===== src/rtl/slsm_pkg.sv =====
package slsm_pkg;

    // serial multiplier: operand and product widths
    localparam int MUL_W  = 16;
    localparam int PROD_W = 2 * MUL_W;
    localparam int MCNT_W = $clog2(MUL_W);

    // serial divider: quotient bits (|off| * |dphys| < 2**28) and divisor width
    localparam int QUO_W  = 28;
    localparam int DVS_W  = 12;
    localparam int DCNT_W = $clog2(QUO_W);

    // configuration port
    localparam int CFG_IDX_W  = 3;
    localparam int CFG_DATA_W = 16;

    localparam logic [CFG_IDX_W-1:0] REG_CMD_MIN   = 3'd0;
    localparam logic [CFG_IDX_W-1:0] REG_CMD_MAX   = 3'd1;
    localparam logic [CFG_IDX_W-1:0] REG_PHYS_MIN  = 3'd2;
    localparam logic [CFG_IDX_W-1:0] REG_PHYS_MAX  = 3'd3;
    localparam logic [CFG_IDX_W-1:0] REG_SLEW_RATE = 3'd4;

endpackage


===== src/rtl/slsm_mul.sv =====
module slsm_mul
    import slsm_pkg::*;
(
    input  logic              aclk,
    input  logic              aresetn,
    input  logic              start,
    input  logic [MUL_W-1:0]  a,
    input  logic [MUL_W-1:0]  b,
    output logic              done,
    output logic [PROD_W-1:0] product
);

    logic [MUL_W-1:0]  a_reg;
    logic [PROD_W-1:0] p_reg;
    logic [MCNT_W-1:0] cnt_reg;
    logic              busy_reg;
    logic              done_reg;
    logic [MUL_W:0]    sum;

    // one multiplier bit per cycle, LSB first: add into the upper half, shift right
    always_comb begin
        sum = {1'b0, p_reg[PROD_W-1:MUL_W]} + (p_reg[0] ? {1'b0, a_reg} : '0);
    end

    // control
    always_ff @(posedge aclk) begin
        if (!aresetn) begin
            busy_reg <= 1'b0;
            done_reg <= 1'b0;
            cnt_reg  <= '0;
        end else begin
            done_reg <= 1'b0;
            if (start) begin
                busy_reg <= 1'b1;
                cnt_reg  <= '0;
            end else if (busy_reg) begin
                cnt_reg <= cnt_reg + 1'b1;
                if (cnt_reg == MCNT_W'(MUL_W - 1)) begin
                    busy_reg <= 1'b0;
                    done_reg <= 1'b1;
                end
            end
        end
    end

    // datapath
    always_ff @(posedge aclk) begin
        if (start) begin
            a_reg <= a;
            p_reg <= {{MUL_W{1'b0}}, b};
        end else if (busy_reg) begin
            p_reg <= {sum, p_reg[MUL_W-1:1]};
        end
    end

    assign done    = done_reg;
    assign product = p_reg;

endmodule


===== src/rtl/slsm_div.sv =====
module slsm_div
    import slsm_pkg::*;
(
    input  logic             aclk,
    input  logic             aresetn,
    input  logic             start,
    input  logic [QUO_W-1:0] dividend,
    input  logic [DVS_W-1:0] divisor,
    output logic             done,
    output logic [QUO_W-1:0] quotient
);

    logic [DVS_W-1:0]  dvs_reg;
    logic [DVS_W-1:0]  rem_reg;
    logic [QUO_W-1:0]  q_reg;
    logic [DCNT_W-1:0] cnt_reg;
    logic              busy_reg;
    logic              done_reg;
    logic [DVS_W:0]    trial;
    logic [DVS_W:0]    diff;
    logic              ge;

    // restoring step: bring down one dividend bit, subtract if it fits
    always_comb begin
        trial = {rem_reg, q_reg[QUO_W-1]};
        diff  = trial - {1'b0, dvs_reg};
        ge    = (trial >= {1'b0, dvs_reg});
    end

    // control
    always_ff @(posedge aclk) begin
        if (!aresetn) begin
            busy_reg <= 1'b0;
            done_reg <= 1'b0;
            cnt_reg  <= '0;
        end else begin
            done_reg <= 1'b0;
            if (start) begin
                busy_reg <= 1'b1;
                cnt_reg  <= '0;
            end else if (busy_reg) begin
                cnt_reg <= cnt_reg + 1'b1;
                if (cnt_reg == DCNT_W'(QUO_W - 1)) begin
                    busy_reg <= 1'b0;
                    done_reg <= 1'b1;
                end
            end
        end
    end

    // datapath: dividend shifts out the top as quotient bits shift in
    always_ff @(posedge aclk) begin
        if (start) begin
            dvs_reg <= divisor;
            rem_reg <= '0;
            q_reg   <= dividend;
        end else if (busy_reg) begin
            rem_reg <= ge ? diff[DVS_W-1:0] : trial[DVS_W-1:0];
            q_reg   <= {q_reg[QUO_W-2:0], ge};
        end
    end

    assign done     = done_reg;
    assign quotient = q_reg;

endmodule


===== src/rtl/slew_limited_servo_model_unit.sv =====
// Channel  Direction  Ports                                        Handshake
// input    in         s_func, s_command, s_elapsed                 s_valid / s_ready
// result   out        m_position                                   m_valid / m_ready
// config   in         cfg_index, cfg_wdata                         cfg_wr_en (no wait)
//
// A time step runs the bit-serial multiplies (span product and slew step run side
// by side), a hand-off, the bit-serial divide, a hand-off, then target, move and
// result register. s_ready returns with the result, so a new time step is taken
// only once the last one is through. A command write goes straight from idle to
// the result register.
// One word is in flight at a time; a new word is taken while the last result waits.
// aresetn is synchronous and loads the register defaults, command 0, position 0.
// A stalled m_ready holds the finished word in the output register and the block
// waits in its last state before taking the next one.
module slew_limited_servo_model_unit
    import slsm_pkg::*;
(
    input  logic                  aclk,
    input  logic                  aresetn,
    input  logic                  s_valid,
    output logic                  s_ready,
    input  logic                  s_func,
    input  logic [11:0]           s_command,
    input  logic [15:0]           s_elapsed,
    output logic                  m_valid,
    input  logic                  m_ready,
    output logic signed [15:0]    m_position,
    input  logic                  cfg_wr_en,
    input  logic [CFG_IDX_W-1:0]  cfg_index,
    input  logic [CFG_DATA_W-1:0] cfg_wdata
);

    localparam logic [2:0] S_IDLE = 3'd0;
    localparam logic [2:0] S_MUL  = 3'd1;
    localparam logic [2:0] S_DIV  = 3'd2;
    localparam logic [2:0] S_TGT  = 3'd3;
    localparam logic [2:0] S_MOVE = 3'd4;
    localparam logic [2:0] S_FIN  = 3'd5;

    logic [2:0]         state_reg;
    logic [11:0]        cmd_min_reg;
    logic [11:0]        cmd_max_reg;
    logic signed [15:0] phys_min_reg;
    logic signed [15:0] phys_max_reg;
    logic [14:0]        slew_rate_reg;
    logic [11:0]        held_command_reg;
    logic signed [15:0] position_reg;
    logic signed [15:0] target_reg;
    logic [15:0]        step_reg;
    logic [DVS_W-1:0]   span_mag_reg;
    logic               neg_reg;
    logic               zero_span_reg;
    logic               m_valid_reg;
    logic signed [15:0] m_position_reg;

    logic               accept;
    logic               out_free;
    logic [11:0]        clamped;
    logic signed [12:0] off_s;
    logic signed [12:0] span_s;
    logic signed [16:0] dphys_s;
    logic [12:0]        off_abs;
    logic [12:0]        span_abs;
    logic [16:0]        dphys_abs;
    logic               step_done;
    logic               prod_done;
    logic [PROD_W-1:0]  step_prod;
    logic [PROD_W-1:0]  span_prod;
    logic               div_start;
    logic               div_done;
    logic [QUO_W-1:0]   quot;
    logic signed [QUO_W:0]   q_s;
    logic signed [QUO_W+1:0] tsum;
    logic signed [15:0] tsat;
    logic signed [16:0] pos_ext;
    logic signed [16:0] tgt_ext;
    logic signed [16:0] np_up;
    logic signed [16:0] np_dn;
    logic signed [15:0] pos_next;

    assign accept   = s_valid && s_ready;
    assign s_ready  = (state_reg == S_IDLE);
    assign out_free = !m_valid_reg || m_ready;

    // command clamp: test the upper limit first
    always_comb begin
        if (s_command > cmd_max_reg) begin
            clamped = cmd_max_reg;
        end else if (s_command < cmd_min_reg) begin
            clamped = cmd_min_reg;
        end else begin
            clamped = s_command;
        end
    end

    // mapping operands as sign and magnitude
    always_comb begin
        off_s     = $signed({1'b0, held_command_reg}) - $signed({1'b0, cmd_min_reg});
        span_s    = $signed({1'b0, cmd_max_reg}) - $signed({1'b0, cmd_min_reg});
        dphys_s   = 17'(phys_max_reg) - 17'(phys_min_reg);
        off_abs   = off_s[12] ? 13'(-off_s) : 13'(off_s);
        span_abs  = span_s[12] ? 13'(-span_s) : 13'(span_s);
        dphys_abs = dphys_s[16] ? 17'(-dphys_s) : 17'(dphys_s);
    end

    // step = elapsed * slew_rate, kept as unsigned Q16.0 in position units after the >> 16
    slsm_mul u_step_mul (
        .aclk    (aclk),
        .aresetn (aresetn),
        .start   (accept && s_func),
        .a       (s_elapsed),
        .b       ({1'b0, slew_rate_reg}),
        .done    (step_done),
        .product (step_prod)
    );

    // |held - cmd_min| * |phys_max - phys_min|
    slsm_mul u_span_mul (
        .aclk    (aclk),
        .aresetn (aresetn),
        .start   (accept && s_func),
        .a       (dphys_abs[MUL_W-1:0]),
        .b       ({{(MUL_W-12){1'b0}}, off_abs[11:0]}),
        .done    (prod_done),
        .product (span_prod)
    );

    assign div_start = (state_reg == S_MUL) && prod_done;

    slsm_div u_div (
        .aclk     (aclk),
        .aresetn  (aresetn),
        .start    (div_start),
        .dividend (span_prod[QUO_W-1:0]),
        .divisor  (span_mag_reg),
        .done     (div_done),
        .quotient (quot)
    );

    // target = sat16(phys_min + signed quotient), truncated toward zero
    always_comb begin
        q_s  = neg_reg ? -$signed({1'b0, quot}) : $signed({1'b0, quot});
        tsum = (QUO_W+2)'(phys_min_reg) + (QUO_W+2)'(q_s);
        if ((tsum[QUO_W+1:15] == '0) || (tsum[QUO_W+1:15] == '1)) begin
            tsat = tsum[15:0];
        end else if (tsum[QUO_W+1]) begin
            tsat = 16'sh8000;
        end else begin
            tsat = 16'sh7FFF;
        end
    end

    // slew toward the target, stop on it
    always_comb begin
        pos_ext  = 17'(position_reg);
        tgt_ext  = 17'(target_reg);
        np_up    = pos_ext + $signed({1'b0, step_reg});
        np_dn    = pos_ext - $signed({1'b0, step_reg});
        pos_next = position_reg;
        if (position_reg < target_reg) begin
            pos_next = (np_up > tgt_ext) ? target_reg : np_up[15:0];
        end else if (position_reg > target_reg) begin
            pos_next = (np_dn < tgt_ext) ? target_reg : np_dn[15:0];
        end
    end

    // configuration registers
    always_ff @(posedge aclk) begin
        if (!aresetn) begin
            cmd_min_reg   <= 12'd1000;
            cmd_max_reg   <= 12'd2000;
            phys_min_reg  <= -16'sd3840;
            phys_max_reg  <= 16'sd3840;
            slew_rate_reg <= 15'd1280;
        end else if (cfg_wr_en) begin
            unique case (cfg_index)
                REG_CMD_MIN:   cmd_min_reg   <= cfg_wdata[11:0];
                REG_CMD_MAX:   cmd_max_reg   <= cfg_wdata[11:0];
                REG_PHYS_MIN:  phys_min_reg  <= cfg_wdata;
                REG_PHYS_MAX:  phys_max_reg  <= cfg_wdata;
                REG_SLEW_RATE: slew_rate_reg <= cfg_wdata[14:0];
                default: ;
            endcase
        end
    end

    // sequencer and servo state
    always_ff @(posedge aclk) begin
        if (!aresetn) begin
            state_reg        <= S_IDLE;
            held_command_reg <= '0;
            position_reg     <= '0;
            m_valid_reg      <= 1'b0;
        end else begin
            // result valid: set on a finished word, cleared when taken
            if (state_reg == S_FIN && out_free) begin
                m_valid_reg <= 1'b1;
            end else if (m_ready) begin
                m_valid_reg <= 1'b0;
            end
            unique case (state_reg)
                S_IDLE: begin
                    if (accept) begin
                        if (s_func) begin
                            state_reg <= S_MUL;
                        end else begin
                            held_command_reg <= clamped;
                            state_reg        <= S_FIN;
                        end
                    end
                end
                S_MUL: begin
                    if (prod_done) begin
                        state_reg <= S_DIV;
                    end
                end
                S_DIV: begin
                    if (div_done) begin
                        state_reg <= S_TGT;
                    end
                end
                S_TGT: begin
                    state_reg <= S_MOVE;
                end
                S_MOVE: begin
                    position_reg <= pos_next;
                    state_reg    <= S_FIN;
                end
                S_FIN: begin
                    if (out_free) begin
                        state_reg <= S_IDLE;
                    end
                end
                default: state_reg <= S_IDLE;
            endcase
        end
    end

    // datapath registers
    always_ff @(posedge aclk) begin
        if (accept && s_func) begin
            span_mag_reg  <= span_abs[DVS_W-1:0];
            neg_reg       <= off_s[12] ^ dphys_s[16] ^ span_s[12];
            zero_span_reg <= (cmd_max_reg == cmd_min_reg);
        end
        if (state_reg == S_MUL && step_done) begin
            step_reg <= step_prod[PROD_W-1:MUL_W];
        end
        if (state_reg == S_TGT) begin
            target_reg <= zero_span_reg ? phys_min_reg : tsat;
        end
        if (state_reg == S_FIN && out_free) begin
            m_position_reg <= position_reg;
        end
    end

    assign m_valid    = m_valid_reg;
    assign m_position = m_position_reg;

    // position only moves in the move state
    a_pos_hold: assert property (@(posedge aclk) disable iff (!aresetn)
        ($past(state_reg) != S_MOVE) |-> $stable(position_reg))
        else $error("position changed outside move state");

    // a new result word only comes out of the final state
    a_valid_src: assert property (@(posedge aclk) disable iff (!aresetn)
        $rose(m_valid_reg) |-> ($past(state_reg) == S_FIN))
        else $error("result raised outside final state");

    // a move never passes the target
    a_no_overshoot: assert property (@(posedge aclk) disable iff (!aresetn)
        (state_reg == S_MOVE) |=>
        (($past(position_reg) <= $past(target_reg)) ?
            (position_reg >= $past(position_reg) && position_reg <= $past(target_reg)) :
            (position_reg <= $past(position_reg) && position_reg >= $past(target_reg))))
        else $error("position overshot target");

    // with ordered limits a stored command lies inside them
    a_clamp: assert property (@(posedge aclk) disable iff (!aresetn)
        (accept && !s_func && cmd_min_reg <= cmd_max_reg) |=>
        (held_command_reg >= cmd_min_reg && held_command_reg <= cmd_max_reg))
        else $error("held command outside limits");

endmodule


===== config.mk =====
export PLATFORM = sky130hd
export DESIGN_NAME = slew_limited_servo_model_unit
export DESIGN_NICKNAME = d
export VERILOG_FILES = /design/src/rtl/slsm_pkg.sv /design/src/rtl/slsm_mul.sv /design/src/rtl/slsm_div.sv /design/src/rtl/slew_limited_servo_model_unit.sv
export SDC_FILE = /design/constraint.sdc
export NUM_CORES = 1
export LEC_CHECK = 0
export BUFFER_PORTS_ARGS = -buffer_cell sky130_fd_sc_hd__buf_2
export CAP_MARGIN = 10
export CORE_ASPECT_RATIO = 0.75
export CORE_MARGIN = 5
export CORE_UTILIZATION = 60
export DETAILED_ROUTE_END_ITERATION = 8
export PLACE_DENSITY = 0.77
export SYNTH_ARGS = -nofsm -noshare
export SYNTH_HDL_FRONTEND = slang
export SYNTH_SLANG_ARGS = --single-unit

===== constraint.sdc =====
create_clock -name aclk -period 10.13 [get_ports aclk]
set_input_delay 2.026 -clock aclk [delete_from_list [all_inputs] [get_ports aclk]]
set_output_delay 2.026 -clock aclk [all_outputs]
set_load 0.05 [all_outputs]

==> metrics.md, run 1 <==
| Metric | Value |
|---|---|
| Cell taking the most area after synthesis | edfxtp_1 |
| Fin crit share | 0.6414 |
| Max-slew violations | 0 |
| Gr busiest metal | met2 |
| Worst EP arrival | 6.91 ns |
| Post CTS Setup Buffer Count | 0 |
| Final min period | 6.497 ns |
| Mapped Nets | about 2800 |
| Max-Cap Viols | 0 |
| Via count | 18660 |
| I/O pin total | 71 |
| Post-Syn Instances | 2469 |
| Placed Cells | 2963 |
| Drt pass-1 iters | 5 |
| Final GP Congestion | 0.9318 |
| Overall Global Routing Usage | 0.2704 |
| Fin Clk Skew | 0.02515 ns |
| #FFs+latches synth | 332 |
| Pwr Total | approximately 3900 uW |
| Flop2flop setup slack | about 3.6 ns |
| Min-Delay Path Class | register to register |
| DIE AREA | 41590 um^2 |
| CORE AREA | 37090 um^2 |
| Via count of the first global-routing pass | around 18000 |
| Clock transition at path regs | approximately 0.06 ns |
| Slew headroom | 0.1866 |
| Yosys cell types | 82 |
| Yosys top cell area share | 0.2145 |
| Overall routed net length | between 50 and 60 mm |
| Most used cell, CP | or4_4 |
| Post-CTS Resized | 0 |
| Initial antenna violation count | 0 |
| Crit Path Max Fanout | 14 |
| Antenna-violating nets left | 0 |
| Kind of end point of the critical path | register |
| Top cells by area, synth | edfxtp_1 (21%), dfxtp_1 (15%), ha_1 (13%), nand2_1 (4.6%), xnor2_1 (4.2%) |
| RSZ-0062 raised after global routing | no |
| TritonCTS Sinks | 332 |
| Max Clk Rate | 153.9 MHz |
| GR Util met3 | 0.03311 |
| Wire length per cell | 18.89 um |
| Worst vdd ir | 0.1433 mV |
| Mapped Area | 22540 um^2 |
| Setup TNS Final | 0 ns |
| Pin count of the biggest net entering global routing | between 90 and 100 |
| Clock Latency Late Sink | 0.56 ns |
| Non-Filler Instances | 3030 |
| Met1 usage | 0.4026 |
| Average cell area after synthesis | around 9 um^2 |
| FP Rows | 61 |
| Remaining DRCs | 0 |
| Starting Density | 0.6078 |
| Synth async-reset ratio | 0 |
| Crit path launch type | register |
| Buffers added on ports | 70 |
| EDFF count, synth | ~160 |
| Number of synthesis warnings | 0 |
| Post-CTS Hold Buffers | 0 |
| Final-report setup violation count | 0 |
| CTS buffer count | 36 |
| Initial drt markers | 1578 |
| Grt total ovfl | 0 |
| PD cells | around 160 nW/um^2 |
| Share of cells above drive strength 1 | 0.08630 |
| Outcome | finished, final reports clean |
| # diodes | 0 |
| TritonCTS clock tree | built |
| WS Path Type | register to register |
| First-pass GRT wire length | between 90 and 100 mm |
| H-tree levels | 2 |
| Crit path required time | 10.54 ns |
| Root buf cell | clkbuf_16 |
| Die X-Extent | approximately 230 um |
| Crit-path max cell delay | 0.59 ns |
| Worst-Margin Slew | 1.189 ns |
| Final hold violation count | 0 |
| LEAKAGE | 0.01013 uW |
| Fillers | ~3000 |
| Area grow syn2layout | 8.930% |
| M2 GR Usage | 0.4224 |
| Ys flop type | dfxtp_1 |
| Fin nets | between 2000 and 3000 |
| Detail Placement HPWL | 43.13 mm |
| Vias per cell | 6.159 |
| Crit-path cells | or4_4 -> or3_1 -> or4_4 -> or4_1 -> or4_4 -> o21ai_0 -> xnor2_1 -> ha_1 -> and2_0 -> nand3_1 -> a2111o_1 -> a211oi_1 -> and3b_1 -> or4_1 -> a21oi_2 -> a221o_1 |
| Deepest clock path buffer count | 3 |
| CP max stage cell | or4_1 |
| DIE HEIGHT | 177.9 um |
| Sequential-to-total area share from yosys stat | 0.3663 |
-- routing by layer --
layer / part of all wire / vias up
met3: 0.066 / 105
met4: 0.021 / 0
li1: - / 9006
met5: 0 / -
met2: 0.45 / 605
met1: 0.47 / 8946
-- cell type report --
class                   count  area [um^2]  area share
well taps                 504        630.6     0.02568
multi-input cells        1890        13390      0.5452
clock buffers              48         1051     0.04280
clock inverters            18        183.9    0.007490
flip-flops and latches    332         8258      0.3363
repair buffers             87        478.0     0.01946
inverters                 151        568.0     0.02313
-- cell usage after synthesis (27+ instances only) --
master / count
o211ai_1: 35
dfxtp_1: 171
nand3_1: 33
edfxtp_1: 161
clkbuf_1: 85
nor2b_1: 39
a211oi_1: 34
xor2_1: 61
and2_1: 49
nor3_1: 46
inv_1: 150
o31ai_1: 33
mux2_2: 27
a21oi_1: 148
a21boi_0: 54
nand2_1: 279
a21o_1: 57
nand4_1: 33
nor2_1: 172
mux2i_1: 48
o21ai_0: 99
ha_1: 227
nand2b_1: 30
xnor2_1: 109
-- per-stage QoR --
| step | setup slack [ns] | utilization | hold slack, ns | instance area [um^2] |
|---|---|---|---|---|
| 4_1_cts | 3.667 | 0.6618 | 0.4185 | 24550 |
| 3_5_place_dp | 3.738 | 0.6286 | 0.4045 | 23310 |
| 6_report | 3.633 | 0.6620 | 0.4177 | 24560 |
| 3_3_place_gp | 3.755 | 0.6286 | 0.4013 | 23310 |
| 5_1_grt | 3.290 | 0.6620 | 0.4205 | 24560 |
| 2_1_floorplan | 4.380 | - | 0.4003 | 22540 |
-- cells in the final DEF, fill, tap and decap left out, types with 48 or more instances in the layout --
| cell | count |
|---|---|
| o21ai_0 | 99 |
| a21oi_1 | 148 |
| nor2_1 | 172 |
| and2_1 | 49 |
| xor2_1 | 61 |
| ha_1 | 227 |
| edfxtp_1 | 161 |
| a21boi_0 | 54 |
| a21o_1 | 57 |
| xnor2_1 | 109 |
| buf_2 | 70 |
| nand2_1 | 279 |
| mux2i_1 | 48 |
| inv_1 | 149 |
| dfxtp_1 | 171 |
-- critical path: cells and delay by family, from the launching register on --
kind            cells  cell delay, ns
xor+xnor            1            0.09
flops               1            0.44
fa+ha+maj           1            0.43
simple gates        9            3.59
compound gates      5            1.81
-- power breakdown --
group | internal, uW | total (uW) | switching, uW
Sequential | 1530 | 1640 | 103
Combinational | 396 | 948 | 552
Clock | 772 | 1360 | 585
Total | 2700 | 3940 | 1240
-- final timing paths --
kind | depth (start not counted) | startpoint | endpoint
max reg2reg | 16 | u_div.quotient[5]$_DFFE_PP_ | target_reg[11]$_DFFE_PN_
min reg2reg | 0 | span_mag_reg[4]$_DFFE_PP_ | u_div.dvs_reg[4]$_DFFE_PP_
min | 0 | span_mag_reg[4]$_DFFE_PP_ | u_div.dvs_reg[4]$_DFFE_PP_
max | 16 | u_div.quotient[5]$_DFFE_PP_ | target_reg[11]$_DFFE_PN_
-- logic make-up (layout without fill, tap and decap cells) --
| kind of cell | Yosys count | in the layout | synth area share |
|---|---|---|---|
| adders and majority gates | 236 | 236 | 0.1340 |
| AOI/OAI and AO/OA | 633 | 633 | 0.1926 |
| muxes | 75 | 75 | 0.03480 |
| xor gates and xnor gates | 170 | 170 | 0.06605 |
| buffers and inverters | 247 | 304 | 0.04140 |
| and+or+nand+nor | 776 | 776 | 0.1649 |
| DFF | 332 | 332 | 0.3663 |
Note: power is estimated with default switching activity, not from simulation.
==> run 2, diff against run 1 <==
--- a/config.mk
+++ b/config.mk
@@ -9,9 +9,9 @@
 export CAP_MARGIN = 10
 export CORE_ASPECT_RATIO = 0.75
 export CORE_MARGIN = 5
-export CORE_UTILIZATION = 60
+export CORE_UTILIZATION = 58
 export DETAILED_ROUTE_END_ITERATION = 8
-export PLACE_DENSITY = 0.77
+export PLACE_DENSITY = 0.78
 export SYNTH_ARGS = -nofsm -noshare
 export SYNTH_HDL_FRONTEND = slang
 export SYNTH_SLANG_ARGS = --single-unit
==> constraint.sdc (replaced) <==
create_clock -name aclk -period 5.5 [get_ports aclk]
set_input_delay 1.1 -clock aclk [delete_from_list [all_inputs] [get_ports aclk]]
set_output_delay 1.1 -clock aclk [all_outputs]
set_load 0.05 [all_outputs]
==> run 2 against run 1 <==
Net effect: the run now ends with negative setup slack left; highest routed layer unchanged; critical path type unchanged; die area is 3.3% higher; final cell count increased by 3.2%; sequential power up 83%.
==> metrics.md, run 2 (synthesis results as in run 1) <==
| Metric | Value |
|---|---|
| I/O pin total | 71 |
| Pwr Total | around 7300 uW |
| Clock transition at path regs | around 0.060 ns |
| Hold path startpoint | span_mag_reg[0]$_DFFE_PP_ |
| Placed Cells | 3053 |
| Via count | 18930 |
| Pin count of the biggest net entering global routing | 95 |
| Max-Cap Viols | 0 |
| Area grow syn2layout | 12.91% |
| Fin Hold WS | between 0.4 and 0.5 ns |
| Hold path cells | 0 |
| Min-Delay Path Class | register to register |
| Worst-Margin Slew | 1.294 ns |
| Detail Placement HPWL | 44.14 mm |
| First-pass GRT wire length | 93.16 mm |
| Origin of the critical flop-to-flop path | u_div.quotient[6]$_DFFE_PP_ |
| Die X-Extent | around 240 um |
| Worst setup path start | u_div.quotient[6]$_DFFE_PP_ |
| LEAKAGE | 0.01062 uW |
| WP depth | 21 |
| Antenna-violating nets left | 0 |
| Starting Density | 0.5883 |
| Crit-path leading delay family | simple AND/OR/NAND/NOR gates |
| Overall Global Routing Usage | 0.2609 |
| Fin nets | 2878 |
| Share of cells above drive strength 1 | 0.1311 |
| Sequential Area | 8258 um^2 |
| Multi-input gate area | 13620 um^2 |
| Via count of the first global-routing pass | 17980 |
| TritonCTS Sinks | 332 |
| Worst vdd ir | 0.2952 mV |
| Worst Reg-to-Reg Cells | 21 |
| Crit path launch type | register |
| # diodes | 0 |
| WS Path Type | register to register |
| Clock Latency Late Sink | 0.54 ns |
| Final GP Congestion | 0.9513 |
| Most used cell, CP | or4_4 |
| Non-Filler Instances | ~3100 |
| Wire length per cell | 18.69 um |
| Deepest clock path buffer count | 3 |
| TritonCTS clock tree | built |
| Fillers | 3108 |
| H-tree levels | 2 |
| Kind of end point of the critical path | register |
| Worst EP arrival | 6.10 ns |
| Final-report setup violation count | 15 |
| Root buf cell | clkbuf_16 |
| Max-slew violations | 0 |
| Slew headroom | 0.1371 |
| Pre-CTS setup slack | -0.4102 ns |
| Crit Path Max Fanout | 14 |
| Drt pass-1 iters | 5 |
| RSZ-0062 raised after global routing | yes |
| Final min period | 5.700 ns |
| Overall routed net length | about 58 mm |
| Setup WS post-layout | -0.1995 ns |
| CORE AREA | 38320 um^2 |
| Failing checks | negative setup slack |
| Vias per cell | 6.051 |
| Initial antenna violation count | 1 |
| Outcome | finished with violations |
| Crit-path max cell delay | 0.55 ns |
| Post-CTS Hold Buffers | 0 |
| Final Util | 0.6642 |
| CTS buffer count | 35 |
| Grt total ovfl | 0 |
| DIE AREA | 42950 um^2 |
| Final hold violation count | 0 |
| Initial drt markers | between 1500 and 2000 |
| FP Rows | 62 |
| CP max stage cell | or4_4 |
| Max Clk Rate | 175.5 MHz |
| PD cells | around 290 nW/um^2 |
| Crit path buf inv count | 3 |
| Crit-path cells | or4_4 -> or3_4 -> or4_4 -> or4_4 -> o41ai_4 -> inv_2 -> o41ai_2 -> xnor2_1 -> ha_1 -> and4_4 -> nand2_4 -> o31ai_4 -> buf_4 -> o41ai_4 -> o41ai_4 -> nor2_1 -> nand4_1 -> or4_4 -> a21oi_4 -> buf_12 -> a221o_1 |
| Crit path required time | 5.90 ns |
| Buffers added on ports | 70 |
| Fin Clk Skew | slightly above 0.02 ns |
| DIE HEIGHT | 180.7 um |
| Fin crit share | 1.036 |
| Commonest non-fill, non-tap cells in the layout | nand2_1 (276), ha_1 (226), nor2_1 (172) |
| Commonest non-fill, non-tap cell in the layout | nand2_1 |
| Remaining DRCs | 0 |
run 2: final timing paths:
check,end,slack [ns]
setup reg to reg,target_reg[13]$_DFFE_PN_,-0.20
hold / removal,u_div.dvs_reg[0]$_DFFE_PP_,0.41
setup / recovery,target_reg[13]$_DFFE_PN_,-0.20
hold reg to reg,u_div.dvs_reg[0]$_DFFE_PP_,0.41
run 2: what timing repair did:
action                     CTS  global route
setup buffers                6             5
gates resized for setup     20            21
pin swaps                    1             3
setup endpoints to repair   15            31
run 2: cell type report:
cell class	count	share of cell area
Timing Repair Buffer	179	0.04670
Sequential cell	332	0.3244
Multi-Input combinational cell	1890	0.5349
Inverter	151	0.02232
Tap cell	512	0.02517
Clock inverter	20	0.007078
Clock buffer	44	0.03942
run 2: stage by stage:
step	TNS, ns	cell area [um^2]
finish	-2.811	25450
detailed placement	-5.686	23980
floorplan	0	22580
CTS	-2.573	25320
global route	-6.102	25450
global placement	-4.020	23980
run 2: power by group:
| part | leakage [uW] | switching (uW) | internal [uW] |
|---|---|---|---|
| sequential | 0.00287 | 177 | 2820 |
| clock | 0.000589 | 1060 | 1370 |
| combinational | 0.00716 | 1060 | 801 |
run 2: metal layers:
layer / up-vias / share of wire / global-route usage
met5: - / 0 / 0
li1: 9187 / - / -
met3: 107 / 0.079 / 0.04268
met2: 673 / 0.44 / 0.4055
met4: 0 / 0.024 / 0.06647
met1: 8961 / 0.46 / 0.3821
==> run 3, diff against run 2 <==
--- a/config.mk
+++ b/config.mk
@@ -12,6 +12,7 @@
 export CORE_UTILIZATION = 58
 export DETAILED_ROUTE_END_ITERATION = 8
 export PLACE_DENSITY = 0.78
+export SETUP_SLACK_MARGIN = 0.3
 export SYNTH_ARGS = -nofsm -noshare
 export SYNTH_HDL_FRONTEND = slang
 export SYNTH_SLANG_ARGS = --single-unit
==> run 3 against run 2 <==
Net effect: the run still ends with negative setup slack left; worst setup slack got worse by 0.027 ns; sequential share of layout area barely moved; final cell count fell by 0.42%; combinational power barely moved; fmax fell by 0.46%; worst hold slack improved by 0.0089 ns; critical path type unchanged; critical endpoint is now target_reg[0]$_DFFE_PN_.
==> metrics.md, run 3 (synthesis results as in run 1) <==
| Metric | Value |
|---|---|
| Outcome | finished with violations |
| Failing checks | negative setup slack |
| H-tree levels | 2 |
| Max-slew violations | 0 |
| Worst-Margin Slew | between 1 and 1.5 ns |
| Placed Cells | just over 3000 |
| Multi-input gate area | 13730 um^2 |
| Final hold violation count | 0 |
| Setup WS post-layout | -0.2260 ns |
| WS Path Type | register to register |
| Wire length per cell | 18.73 um |
| Worst EP arrival | 6.14 ns |
| Kind of end point of the critical path | register |
| Drt pass-1 iters | 5 |
| Starting Density | 0.5883 |
| First-pass GRT wire length | 93.30 mm |
| Non-Filler Instances | just over 3000 |
| Worst vdd ir | approximately 0.24 mV |
| Internal Pwr Total | 5004 uW |
| Fin crit share | 1.041 |
| LEAKAGE | 0.01058 uW |
| CORE AREA | 38320 um^2 |
| Switching power | 2316 uW |
| Most used cell, CP | or4_4 |
| Crit path buf inv count | 3 |
| Max-Cap Viols | 0 |
| Pin count of the biggest net entering global routing | 96 |
| Overall routed net length | approximately 58 mm |
| Vias per cell | 6.079 |
| Buffers added on ports | 70 |
| Overall Global Routing Usage | 0.2610 |
| DIE AREA | 42950 um^2 |
| Final min period | about 5.7 ns |
| Crit Path Max Fanout | 7 |
| DIE HEIGHT | 180.7 um |
| Max Clk Rate | 174.6 MHz |
| Sequential Area | 8258 um^2 |
| Clock power frac | 0.333 |
| Initial drt markers | 1786 |
| Clock transition at path regs | approximately 0.060 ns |
| WP depth | 20 |
| CTS buffer count | 35 |
| Worst Reg-to-Reg Cells | 20 |
| Antenna-violating nets left | 0 |
| Sw frac | 0.3164 |
| RSZ-0062 raised after global routing | yes |
| Crit-path leading delay family | simple AND/OR/NAND/NOR gates |
| Flop pwr share | 0.411 |
| Die X-Extent | approximately 240 um |
| Combinational Power Share | 0.256 |
| Via count | 18940 |
| Grt total ovfl | 0 |
| Final GP Congestion | 0.9254 |
| Crit path launch type | register |
| Fin nets | 2865 |
| Fillers | a little over 3000 |
| CP max stage cell | or4_4 |
| Final-report setup violation count | 15 |
| Slew headroom | 0.2017 |
| Share of cells above drive strength 1 | 0.1302 |
| Initial antenna violation count | 0 |
| Commonest non-fill, non-tap cell in the layout | nand2_1 |
| Hold path cells | 0 |
| Clock Latency Late Sink | 0.55 ns |
| Crit path required time | 5.91 ns |
| Crit-path max cell delay | 0.56 ns |
| Commonest non-fill, non-tap cells in the layout | nand2_1 (277), ha_1 (225), nor2_1 (171), dfxtp_1 (171), edfxtp_1 (161) |
| Area grow syn2layout | 13.01% |
| # diodes | 0 |
| Crit-path cells | or4_4 -> or3_4 -> or4_4 -> or4_4 -> or4_4 -> o21ai_2 -> xnor2_1 -> ha_1 -> nand2_1 -> o211ai_1 -> a22oi_2 -> buf_4 -> a21oi_2 -> o311a_1 -> nand2_1 -> or4_4 -> a21oi_4 -> buf_4 -> buf_12 -> a221o_1 |
| TritonCTS Sinks | 332 |
| FP Rows | 62 |
| I/O pin total | 71 |
| PD cells | 287.3 nW/um^2 |
| Setup TNS Final | -3.061 ns |
| Min-Delay Path Class | register to register |
| Post-CTS Hold Buffers | 0 |
| TritonCTS clock tree | built |
| Root buf cell | clkbuf_16 |
| Fin Clk Skew | 0.01556 ns |
| Detail Placement HPWL | 43.77 mm |
| Remaining DRCs | 0 |
| Via count of the first global-routing pass | 18140 |
| Deepest clock path buffer count | 3 |
-- run 3: routing by layer --
metal  wire length, um  vias to the layer above  global-route usage
li1                  -                     9182                   -
met1             27140                     9020              0.3785
met2             25750                      632              0.4067
met3              4018                      101             0.04512
met4              1433                        0             0.06993
met5                 0                        -                   0
-- run 3: per-stage QoR --
stage               power (uW)  area [um^2]    util  hold slack, ns  worst slack [ns]
finish                    7320        25480  0.6648          0.4175           -0.2260
global route              7692        25480  0.6648          0.4261           -0.4255
CTS                       7306        25280  0.6598          0.4186           -0.1591
detailed placement        4825        23840  0.6220          0.4045           -0.3196
global placement          4742        23840  0.6220          0.4037           -0.2494
floorplan                 4334        22620       -          0.4003           0.02298
-- run 3: final timing paths --
| kind | end | start | slack, ns |
|---|---|---|---|
| worst max-delay path | target_reg[0]$_DFFE_PN_ | u_div.quotient[5]$_DFFE_PP_ | -0.23 |
| worst min-delay path | u_div.dvs_reg[8]$_DFFE_PP_ | span_mag_reg[8]$_DFFE_PP_ | 0.42 |
| worst max register to register | target_reg[0]$_DFFE_PN_ | u_div.quotient[5]$_DFFE_PP_ | -0.23 |
| worst min register to register | u_div.dvs_reg[8]$_DFFE_PP_ | span_mag_reg[8]$_DFFE_PP_ | 0.42 |
-- run 3: timing repair --
item,CTS,global route
setup endpoints to repair,17,31
gates cloned,1,0
setup buffers,16,4
gates resized for setup,25,30
pin swaps,4,14
-- run 3: layout make-up --
| cell class | instances | area share |
|---|---|---|
| timing repair buffer | 166 | 0.04376 |
| inverter | 151 | 0.02230 |
| clock inverter | 18 | 0.007415 |
| sequential | 332 | 0.3241 |
| multi-input combinational | 1890 | 0.5388 |
| tap | 512 | 0.02514 |
| clock buffer | 46 | 0.03845 |
-- run 3: power by group through the flow --
stage	logic (uW)	clock network, uW	registers [uW]
finish	1870	2440	3010
global route	2080	2590	3030
CTS	1830	2480	3000
detailed placement	1770	0	3050
global placement	1700	0	3040
floorplan	1350	0	2980
-- run 3: worst reg2reg max path, delay by kind of cell (launching register included) --
family                     cells  cell delay (ns)
AOI/OAI and AO/OA              7             1.33
adders and majority gates      1             0.38
xor gates and xnor gates       1             0.08
buffers and inverters          3             0.42
and+or+nand+nor                8             3.00
DFF                            1             0.42
